## config.mk

```make
export PLATFORM = sky130hd
export DESIGN_NAME = link_timeout_supervisor
export DESIGN_NICKNAME = d
export VERILOG_FILES = /design/src/hw/rtl/lts_pkg.sv /design/src/hw/rtl/link_timeout_supervisor.sv /design/src/hw/rtl/lts_step.sv
export SDC_FILE = /design/constraint.sdc
export NUM_CORES = 1
export LEC_CHECK = 0
export BUFFER_PORTS_ARGS = -buffer_cell sky130_fd_sc_hd__buf_4
export CORE_ASPECT_RATIO = 0.6
export CORE_MARGIN = 1.5
export CORE_UTILIZATION = 40
export DETAILED_ROUTE_END_ITERATION = 8
export PLACE_DENSITY_LB_ADDON = 0.1
export SLEW_MARGIN = 20
export SYNTH_ARGS = -nofsm -noshare
export SYNTH_HDL_FRONTEND = slang
export SYNTH_SLANG_ARGS = --single-unit
```

## constraint.sdc

```tcl
create_clock -name clock -period 14.75 [get_ports clock]
set_clock_uncertainty 0.2 [all_clocks]
set_input_delay 2.95 -clock clock [delete_from_list [all_inputs] [get_ports clock]]
set_output_delay 2.95 -clock clock [all_outputs]
set_load 0.01 [all_outputs]
```

## src/hw/rtl/lts_pkg.sv

```systemverilog
// Shared types, widths and constants of the link timeout supervisor.
`timescale 1ns / 1ps
`default_nettype none

package lts_pkg;

   // Channel addressing
   localparam int CHANNEL_W = 1;
   localparam int CHANNELS  = 2;
   localparam int SLOTS     = 2 ** CHANNEL_W;

   // Field widths
   localparam int TIME_W      = 32;
   localparam int BAD_W       = 4;
   localparam int CSR_INDEX_W = 2;

   // Stream payload widths, padded to whole bytes
   localparam int REQ_TDATA_W = 72;
   localparam int RSP_TDATA_W = 48;

   // Bad-data counter limits
   localparam logic [BAD_W-1:0] BAD_DATA_LIMIT = 4'd10;
   localparam logic [BAD_W-1:0] BAD_MAX        = 4'd15;

   // Register values after reset
   localparam logic [TIME_W-1:0] ACTIVE_TIMEOUT_RST   = 32'd200;
   localparam logic [TIME_W-1:0] INACTIVE_TIMEOUT_RST = 32'd10000;
   localparam logic [TIME_W-1:0] BAD_WINDOW_RST       = 32'd50;
   localparam logic              CRITICAL_MODE_RST    = 1'b0;

   // Item opcodes
   localparam logic OP_CHECK   = 1'b0;
   localparam logic OP_CONNECT = 1'b1;

   // Register indexes
   typedef enum logic [CSR_INDEX_W-1:0] {
      CSR_ACTIVE_TIMEOUT   = 2'd0,
      CSR_INACTIVE_TIMEOUT = 2'd1,
      CSR_BAD_WINDOW       = 2'd2,
      CSR_CRITICAL_MODE    = 2'd3
   } csr_index_type;

   // Result status codes
   typedef enum logic [2:0] {
      STATUS_IDLE      = 3'd0,
      STATUS_OK        = 3'd1,
      STATUS_LINK_LOST = 3'd2,
      STATUS_TIMEOUT   = 3'd3,
      STATUS_BAD_DATA  = 3'd4,
      STATUS_CONNECTED = 3'd5
   } status_type;

   typedef struct packed {
      logic [TIME_W-1:0] active_timeout_ms;
      logic [TIME_W-1:0] inactive_timeout_ms;
      logic [TIME_W-1:0] bad_data_window_ms;
      logic              critical_mode;
   } cfg_type;

   typedef struct packed {
      logic              connected;
      logic              waiting;
      logic [TIME_W-1:0] last_msg_stamp;
      logic [TIME_W-1:0] last_bad_stamp;
      logic [BAD_W-1:0]  bad_counter;
   } chan_state_type;

   typedef struct packed {
      logic                 opcode;
      logic [CHANNEL_W-1:0] channel;
      logic [TIME_W-1:0]    now_ms;
      logic [TIME_W-1:0]    reported_msg_time;
      logic                 link_up;
      logic                 status_plugged;
      logic                 status_unplugged;
   } item_type;

   typedef struct packed {
      logic [CHANNEL_W-1:0] channel_out;
      status_type           status;
      logic                 late_flag;
      logic                 drop_link;
      logic [TIME_W-1:0]    lag_ms;
      logic [BAD_W-1:0]     bad_count;
      logic                 waiting_reconnect;
      logic                 connected_out;
   } result_type;

endpackage

`default_nettype wire

```

## src/hw/rtl/link_timeout_supervisor.sv

```systemverilog
// Top level of the link timeout supervisor: stream ports, registers, channel state.
//
// Usage:
//   req channel carries one transaction per check or connect event. req_tuser
//   holds the opcode (0 check, 1 connect); req_tdata holds channel, now_ms,
//   reported_msg_time, link_up, status_plugged and status_unplugged.
//   rsp channel returns exactly one result per request, in order.
//   csr channel writes the timeout, window and critical-mode registers; it is
//   always ready and must only be used while no transaction is in flight.
// Path: an accepted request is registered in the input stage; its result is then
//   loaded into the result register, which drives rsp_tvalid and rsp_tdata.
// Throughput: one transaction per cycle while rsp_tready stays high; the channel
//   state read-modify-write completes in the single compute stage, so back-to-back
//   items on the same channel see each other's updates.
// Reset: synchronous, active high. Clears all channel state, empties both
//   stages and loads the register defaults (200, 10000, 50, critical off).
// Stall: while rsp_tready is low the result holds; one more request may be
//   taken into the input stage, after which req_tready drops.
`timescale 1ns / 1ps
`default_nettype none

module link_timeout_supervisor (
   input  wire                               clock,
   input  wire                               reset,
   // request stream
   input  wire                               req_tvalid,
   output logic                              req_tready,
   // req_tdata: channel, now_ms[31:0], reported_msg_time[31:0], link_up,
   //            status_plugged, status_unplugged, 4 zero bits
   input  wire  [lts_pkg::REQ_TDATA_W-1:0]   req_tdata,
   // req_tuser: opcode
   input  wire                               req_tuser,
   // response stream
   output logic                              rsp_tvalid,
   input  wire                               rsp_tready,
   // rsp_tdata: channel_out, status[2:0], late_flag, drop_link, lag_ms[31:0],
   //            bad_count[3:0], waiting_reconnect, connected_out, 4 zero bits
   output logic [lts_pkg::RSP_TDATA_W-1:0]   rsp_tdata,
   // register write port
   input  wire                               csr_valid,
   output logic                              csr_ready,
   input  wire  [lts_pkg::CSR_INDEX_W-1:0]   csr_index,
   input  wire  [lts_pkg::TIME_W-1:0]        csr_data
);
   import lts_pkg::*;

   cfg_type        cfg_ff;
   item_type       item_ff;
   item_type       item_in;
   logic           item_valid_ff;
   result_type     rsp_ff;
   logic           rsp_valid_ff;
   chan_state_type chan_ff [SLOTS];
   chan_state_type cur_state;
   chan_state_type nxt_state;
   result_type     step_res;
   logic           step_write;
   logic           advance;

   // Configuration registers
   assign csr_ready = 1'b1;

   always_ff @(posedge clock) begin
      if (reset) begin
         cfg_ff.active_timeout_ms   <= ACTIVE_TIMEOUT_RST;
         cfg_ff.inactive_timeout_ms <= INACTIVE_TIMEOUT_RST;
         cfg_ff.bad_data_window_ms  <= BAD_WINDOW_RST;
         cfg_ff.critical_mode       <= CRITICAL_MODE_RST;
      end else if (csr_valid) begin
         unique case (csr_index_type'(csr_index))
            CSR_ACTIVE_TIMEOUT:   cfg_ff.active_timeout_ms   <= csr_data;
            CSR_INACTIVE_TIMEOUT: cfg_ff.inactive_timeout_ms <= csr_data;
            CSR_BAD_WINDOW:       cfg_ff.bad_data_window_ms  <= csr_data;
            CSR_CRITICAL_MODE:    cfg_ff.critical_mode       <= csr_data[0];
            default: ;
         endcase
      end
   end

   // Unpack the request transaction
   assign item_in.opcode            = req_tuser;
   assign item_in.channel           = req_tdata[0];
   assign item_in.now_ms            = req_tdata[32:1];
   assign item_in.reported_msg_time = req_tdata[64:33];
   assign item_in.link_up           = req_tdata[65];
   assign item_in.status_plugged    = req_tdata[66];
   assign item_in.status_unplugged  = req_tdata[67];

   // Move the compute stage forward when the result slot is free
   assign advance    = !rsp_valid_ff || rsp_tready;
   assign req_tready = !item_valid_ff || advance;

   always_ff @(posedge clock) begin
      if (reset) begin
         item_valid_ff <= 1'b0;
      end else if (req_tready) begin
         item_valid_ff <= req_tvalid;
      end
   end

   always_ff @(posedge clock) begin
      if (req_tready && req_tvalid) begin
         item_ff <= item_in;
      end
   end

   assign cur_state = chan_ff[item_ff.channel];

   lts_step u_step (
      .item     (item_ff),
      .cur      (cur_state),
      .cfg      (cfg_ff),
      .write_en (step_write),
      .nxt      (nxt_state),
      .res      (step_res)
   );

   // Commit channel state as the item leaves the compute stage
   always_ff @(posedge clock) begin
      if (reset) begin
         for (int i = 0; i < SLOTS; i++) begin
            chan_ff[i] <= '0;
         end
      end else if (item_valid_ff && advance && step_write) begin
         chan_ff[item_ff.channel] <= nxt_state;
      end
   end

   // Result register
   always_ff @(posedge clock) begin
      if (reset) begin
         rsp_valid_ff <= 1'b0;
      end else if (advance) begin
         rsp_valid_ff <= item_valid_ff;
      end
   end

   always_ff @(posedge clock) begin
      if (advance && item_valid_ff) begin
         rsp_ff <= step_res;
      end
   end

   // Pack the result with the first field in the lowest bits
   assign rsp_tvalid = rsp_valid_ff;
   assign rsp_tdata  = {4'b0000, rsp_ff.connected_out, rsp_ff.waiting_reconnect,
                        rsp_ff.bad_count, rsp_ff.lag_ms, rsp_ff.drop_link,
                        rsp_ff.late_flag, rsp_ff.status, rsp_ff.channel_out};

endmodule

`default_nettype wire

```

## src/hw/rtl/lts_step.sv

```systemverilog
// Per-item decision logic: next channel state and result for one transaction.
`timescale 1ns / 1ps
`default_nettype none

module lts_step (
   input  wire  lts_pkg::item_type       item,
   input  wire  lts_pkg::chan_state_type cur,
   input  wire  lts_pkg::cfg_type        cfg,
   output logic                          write_en,
   output lts_pkg::chan_state_type       nxt,
   output lts_pkg::result_type           res
);
   import lts_pkg::*;

   logic              ch_ok;
   logic [TIME_W-1:0] stamp;
   logic [TIME_W-1:0] raw_lag;
   logic [TIME_W-1:0] lag;
   logic [TIME_W-1:0] bad_limit;
   logic [BAD_W-1:0]  bad_inc;

   assign ch_ok    = (int'(item.channel) < CHANNELS);
   assign write_en = ch_ok;

   // Take the reported time when newer, then measure lag against now
   assign stamp     = (item.reported_msg_time > cur.last_msg_stamp) ?
                      item.reported_msg_time : cur.last_msg_stamp;
   assign raw_lag   = item.now_ms - stamp;
   // A waiting channel restamps to now, so its lag is zero
   assign lag       = (!cur.waiting && (item.now_ms > stamp)) ? raw_lag : '0;
   assign bad_limit = cur.last_bad_stamp + cfg.bad_data_window_ms;
   assign bad_inc   = (cur.bad_counter == BAD_MAX) ? BAD_MAX :
                      cur.bad_counter + {{(BAD_W-1){1'b0}}, 1'b1};

   always_comb begin
      nxt            = cur;
      res            = '0;
      res.status     = STATUS_IDLE;
      res.channel_out = item.channel;

      if (item.opcode == OP_CONNECT) begin
         nxt.connected      = 1'b1;
         nxt.last_msg_stamp = item.now_ms;
         res.status         = STATUS_CONNECTED;
      end else if (cur.connected) begin
         if (!item.link_up) begin
            // Link lost: keep stamps and count, wait for reconnect
            nxt.waiting   = 1'b1;
            nxt.connected = 1'b0;
            res.status    = STATUS_LINK_LOST;
         end else begin
            nxt.last_msg_stamp = cur.waiting ? item.now_ms : stamp;
            if (cur.waiting && (raw_lag < cfg.active_timeout_ms)) begin
               nxt.waiting = 1'b0;
            end
            res.lag_ms    = lag;
            res.late_flag = cfg.critical_mode && (lag > cfg.active_timeout_ms);

            if (lag > cfg.inactive_timeout_ms) begin
               // Inactive timeout: clear the channel and drop the link
               nxt           = '0;
               nxt.waiting   = 1'b1;
               res.status    = STATUS_TIMEOUT;
               res.drop_link = 1'b1;
            end else if (!item.status_plugged && !item.status_unplugged) begin
               // Bad data: count at most once per window
               if (item.now_ms > bad_limit) begin
                  nxt.bad_counter    = bad_inc;
                  nxt.last_bad_stamp = item.now_ms;
               end
               if (nxt.bad_counter > BAD_DATA_LIMIT) begin
                  nxt           = '0;
                  nxt.waiting   = 1'b1;
                  res.status    = STATUS_BAD_DATA;
                  res.drop_link = 1'b1;
               end else begin
                  res.status = STATUS_OK;
               end
            end else begin
               nxt.bad_counter = '0;
               res.status      = STATUS_OK;
            end
         end
      end

      res.bad_count         = nxt.bad_counter;
      res.waiting_reconnect = nxt.waiting;
      res.connected_out     = nxt.connected;

      // Channel outside the supervised range: report as idle and empty
      if (!ch_ok) begin
         nxt                   = cur;
         res.status            = STATUS_IDLE;
         res.late_flag         = 1'b0;
         res.drop_link         = 1'b0;
         res.lag_ms            = '0;
         res.bad_count         = '0;
         res.waiting_reconnect = 1'b0;
         res.connected_out     = 1'b0;
      end
   end

endmodule

`default_nettype wire

```

==> Word-level counts from Yosys, hierarchy flattened <==
Memory sizes are Yosys's and may differ from the RTL's. A register that Yosys moved wholly into a read port is not among the register bits.
Index checks and enable logic that the tools add are counted.
{ "op_classes": {"add_sub_neg": 3, "order_cmp": 7, "eq_ne": 4, "mux": 43, "n_bitwise": 2, "n_reduce_logical": 21} }
{ "op_table": {"columns": ["operator", "count"], "rows": [
  ["70-bit two-way mux", 4],
  ["36-bit two-way mux", 7],
  ["32-bit greater-than comparator", 5],
  ["32-bit two-way mux", 4],
  ["70-bit OR reduction", 1],
  ["68-bit two-way mux", 1],
  ["66-bit two-way mux", 1],
  ["37-bit two-way mux", 1],
  ["34-bit two-way mux", 1],
  ["32-bit adder", 1],
  ["32-bit less-than comparator", 1],
  ["32-bit subtractor", 1],
  ["1-bit two-way mux", 17],
  ["3-bit two-way mux", 4],
  ["4-bit two-way mux", 2],
  ["2-bit AND reduction", 4],
  ["1-bit logical AND", 6],
  ["1-bit logical NOT", 5],
  ["4-bit by 1-bit adder with 4-bit output (second input constant)", 1],
  ["2-bit == test (second input constant)", 2],
  ["4-bit == test (second input constant)", 1],
  ["4-bit greater-than comparator (second input constant)", 1],
  ["3-bit OR reduction", 1],
  ["2-bit by 1-bit == test with 1-bit output (second input constant)", 1],
  ["5 further kinds", 7]
]} }
{ "word_totals": {"regBits": 212, "ramBits": 140, "input_bits": 112, "output_inout_bits": 51, "wordCells": 103, "memories": 1} }
{ "memory_table": {"columns": ["memory", "depth", "width", "rd", "rd_ports_with_merged_regs", "write_ports", "line", "rtl"], "rows": [
  ["chan_ff", 2, 70, 1, 1, 2, "link_timeout_supervisor.sv:53", "chan_state_type chan_ff [SLOTS];"]
]} }

==> Longest topological paths before layout <==
{ "logic_depth": {"ltp_word": 18, "mapped_depth": 37, "mapped_depth_nobuf": 31} }

==> Modules after synthesis <==
From an unflattened synthesis, not the netlist that was laid out.
{ "unflattened": {"cells_unflattened": 2201, "area_unflattened_um2": 22865.7} }
{ "modules_own_cells": {"columns": ["mod", "instances", "cells_each", "area_each_um2", "seq_area_each_um2"], "rows": [
  ["link_timeout_supervisor", 1, 894, 13736.9, 9599.2],
  ["lts_step", 1, 1307, 9128.8, 0.0]
]} }

==> Worst setup path after synthesis <==
No wires, ideal clock.
{ "synth_timing": {"path_type": "reg-to-reg", "start": "register with a tool-made name", "end": "register rsp_ff (netlist bit rsp_tdata[1]), data pin", "setup_time_ps": 254, "t_arrival_ps": 7889, "t_required_ps": 14296, "setup_slack_ps": 6407, "stages_incl_launch_ff": 36, "n_path_buf": 7, "period_less_slack_ps": 8343, "path_cell_list": "dfxtp_1 buf_4 clkbuf_1 clkbuf_1 mux2_2 inv_1 ha_1 a21o_1 a21o_1 a221o_1 a2111oi_0 o21ai_1 o21ai_2 buf_4 mux2_2 inv_1 ha_1 a211oi_1 nor2_1 o31ai_1 a21boi_2 o21ai_1 and2_1 clkbuf_1 clkbuf_1 nor2_1 ha_1 a21o_1 a221o_1 a221oi_1 nand2_1 a31o_2 o31ai_1 buf_2 o21ai_0 a21o_1"} }
{ "synth_lines": {"columns": ["element", "line", "rtl"], "rows": [
  ["end signal, assigned", "link_timeout_supervisor.sv:140", "rsp_ff <= step_res;"],
  ["end, declared", "link_timeout_supervisor.sv:51", "result_type rsp_ff;"]
]} }

==> qor.csv <==
stage,metric,value,unit
placed_design,dpl cells,3203,
placed_design,placed inst area,0.0243,mm^2
sta,fmax,0.0874,GHz
power,Peak VDD IR,0.0857,mV
clock_tree,maximum level of the CTS H-tree,2,
synthesis,main area contributors after synthesis,"edfxtp_1, ha_1, dfxtp_1",
clock_tree,Post-CTS Setup Inserts,0,
synthesis,Mapped Avg Cell Area,9.46,um^2
sta,setup violators final,0,
worst_setup_path,crit start category,flip-flop,
power,sequential group share of total power,37.6,%
worst_setup_path,worst reg2reg path endpoint,chan_ff[1][16],
grt,global-route wire length before repair,106,mm
power,switching part of the total,33.2,%
sta,worst relative slew slack,25.2,%
synthesis,Cells after Synth,2377,
synthesis,commonest cells in the synthesized netlist,"nand2_1, edfxtp_1, ha_1",
power,NetSw,1.01,mW
cells_and_area,Post-Layout Cell Count,3272,
placed_design,placer's final routability congestion estimate,0.903,
clock_tree,CTS tree,yes,
clock_tree,CTS max path bufs,3,
placed_design,pre-CTS setup slack,3.64,ns
worst_setup_path,crit path to,chan_ff[1][16],
synthesis,number of synthesized flops with an enable pin,253,
floorplanning,die width,309,um
floorplanning,row cnt,67,
clock_tree,Clock transition at path regs,0.07,ns
floorplanning,core area,0.0557,mm^2
routing,WL/cell,21.2,um
grt,gr ovfl total,0,
routing,first drt pass iteration count,6,
placed_design,DPL Wire Length,50.4,mm
status,status,"finished, final reports clean",
sta,"Hold Violations, Final",0,
sta,final worst-path cycle share,77.5,%
floorplanning,Initial Utilization,40.4,%
power,Logic pwr share,29.4,%
sta,final worst path period need,11.44,ns
power,Clock power frac,33.1,%
sta,Final Max Tran Viols,0,
clock_tree,Hold Buf Count CTS,0,
synthesis,Post-Syn Area,0.0225,mm^2
worst_setup_path,crit-path max FO,65,
run,Max-Cap Viols,0,
cells_and_area,Nets,2819,
worst_setup_path,"Req. time, crit path",14.83,ns
routing,Detail Route Antenna Nets,0,
worst_setup_path,Reg2Reg Setup Slack,3.31,ns
sta,RSZ-0062 raised after global routing,no,
clock_tree,CTS buffer count,38,
synthesis,Post-synth ARST share,0,%
clock_tree,Clock Latency Late Sink,0.56,ns
synthesis,post-synth top area cell,edfxtp_1,
synthesis,#FFs+latches synth,353,
floorplanning,I/O pin count,163,
worst_setup_path,Critical Path Slowest Stage Cell,nor3_1,
routing,vias,18500,
grt,initial antenna violation count,0,
routing,DRT iter0 DRCs,1644,
routing,DRC Markers,0,
synthesis,sequential share of the synthesized area,42.7,%
sta,Setup WS post-layout,3.31,ns
power,Lkg Pwr,10.4,nW
cells_and_area,final instance area,0.0256,mm^2
synthesis,top cell type's share of synthesized area,33.8,%
grt,largest net degree at the start of global routing,69,
grt,GRT Util Overall,23.8,%
worst_setup_path,Setup CP Type,flip-flop to flip-flop,
placed_design,input/output buffers,153,
sta,Slew @ Worst Pin,1.12,ns
clock_tree,clk sinks,353,
worst_setup_path,R2R cell count,33,
grt,vias in the first global route,17500,
floorplanning,die height,187,um
worst_hold_path,HP Class,flip-flop to flip-flop,
synthesis,most frequent cell after synthesis,nand2_1,
routing,DR vias/cell,5.65,
clock_tree,PostCTS Resize Cnt,0,
cells_and_area,layout cell share with drive strength beyond 1,14.6,%
power,Pint,2.04,mW
synthesis,Synth cell types,81,
power,pwr dens,119,mW/mm^2
worst_setup_path,crit path DAT,11.51,ns
clock_tree,Clock Tree Root,clkbuf_16,
synthesis,prevailing post-synth register cell,edfxtp_1,
cells_and_area,Layout area overhead,13.9,%
worst_setup_path,crit path capture type,flip-flop,
synthesis,yosys warns,0,
floorplanning,die area,0.0577,mm^2
routing,final wirelength,69.5,mm
worst_setup_path,Slowest Stage Delay on Critical Path,0.86,ns
sta,TNS Setup,0,ns
power by group through the flow:
stage	clock network (mW)	logic, mW	registers, mW
after global routing	1.07	0.997	1.15
after global placement	0	0.864	1.17
after floorplan	0	0.613	1.16
after detailed placement	0	0.881	1.17
final	1.01	0.897	1.15
after CTS	1.03	0.888	1.15
cell families after synthesis:
kind of cell	Yosys count	synth area share [%]
AO/OA/AOI/OAI	648	17.6
XOR/XNOR	49	1.91
adder cells (fa/ha/maj)	224	12.5
buffers and inverters	329	5.88
flip-flops	353	42.7
multiplexers	116	5.76
other	2	0.0334
AND/OR/NAND/NOR	656	13.6
metal layers:
layer | GRT usage, % | part of all wire [%]
met2 | 35.3 | 43
met5 | 0 | 0
met3 | 2.83 | 5.6
met1 | 36.5 | 49
met4 | 5.77 | 2.2
worst min-delay path by stage:
stage / start / end / slack (ns) / cells after the start
final: cfg_ff[38] / cfg_ff[38] / 0.25 / 2
after global routing: cfg_ff[70] / cfg_ff[70] / 0.27 / 2
after CTS: cfg_ff[88] / cfg_ff[88] / 0.26 / 2
after detailed placement: cfg_ff[88] / cfg_ff[88] / 0.25 / 2
after global placement: cfg_ff[70] / cfg_ff[70] / 0.24 / 2
after floorplan: cfg_ff[34] / cfg_ff[34] / 0.24 / 2
stage by stage:
stage	utilization, %	hold WS [ns]	total power, mW
after floorplan	-	0.236	1.77
after global placement	43.7	0.244	2.03
after detailed placement	43.7	0.248	2.05
after CTS	46.0	0.256	3.07
after global routing	46.0	0.274	3.22
final	46.0	0.254	3.06
flip-flops by register name, indices dropped and copies added (netlist names), named ones only:
name and flops:
rsp_tvalid 1, chan_ff 140, cfg_ff 97, item_ff 69, rsp_tdata 44, item_valid_ff 1
placed cells by master (no fill, tap or decap), types with 7 or more instances in the layout:
cell       count
a21oi_1      189
o21ai_1       17
o21a_1         9
ha_1         221
nand2b_1      19
xor2_1        24
o211ai_1      18
nor3_1        23
and3_1         7
buf_4        181
o22ai_1      120
a211oi_1      17
edfxtp_1     253
a31oi_1       11
a211o_1       11
nand4_1       56
clkbuf_16     39
xnor2_1       25
nand2_1      260
dfxtp_1       99
nor2b_1       11
or3_1         13
a21o_1        66
nor2_1       137
clkbuf_1       7
mux2_2        97
a2111oi_0      7
nand3_1       75
o21bai_1       7
o31ai_1        7
mux2i_1       13
inv_1        211
o21ai_0      124
layout make-up:
type	instances	area (um^2)
multi-input cells	1698	11600
repair buffers	181	1360
diodes	1	2.50
well taps	759	950
inverters	212	796
clock inverters	21	260
fillers	5345	30000
flip-flops and latches	353	9600
clock buffers	47	1020
worst max-delay path: cells and delay by family (launching register included):
family / cells / cell delay (ns)
AOI/OAI and AO/OA: 21 / 5.65
and+or+nand+nor: 2 / 0.99
buffers and inverters: 5 / 1.80
DFF: 1 / 0.63
adders and majority gates: 3 / 0.93
muxes: 2 / 0.82
No activity file was read; power rests on OpenSTA's default activity.
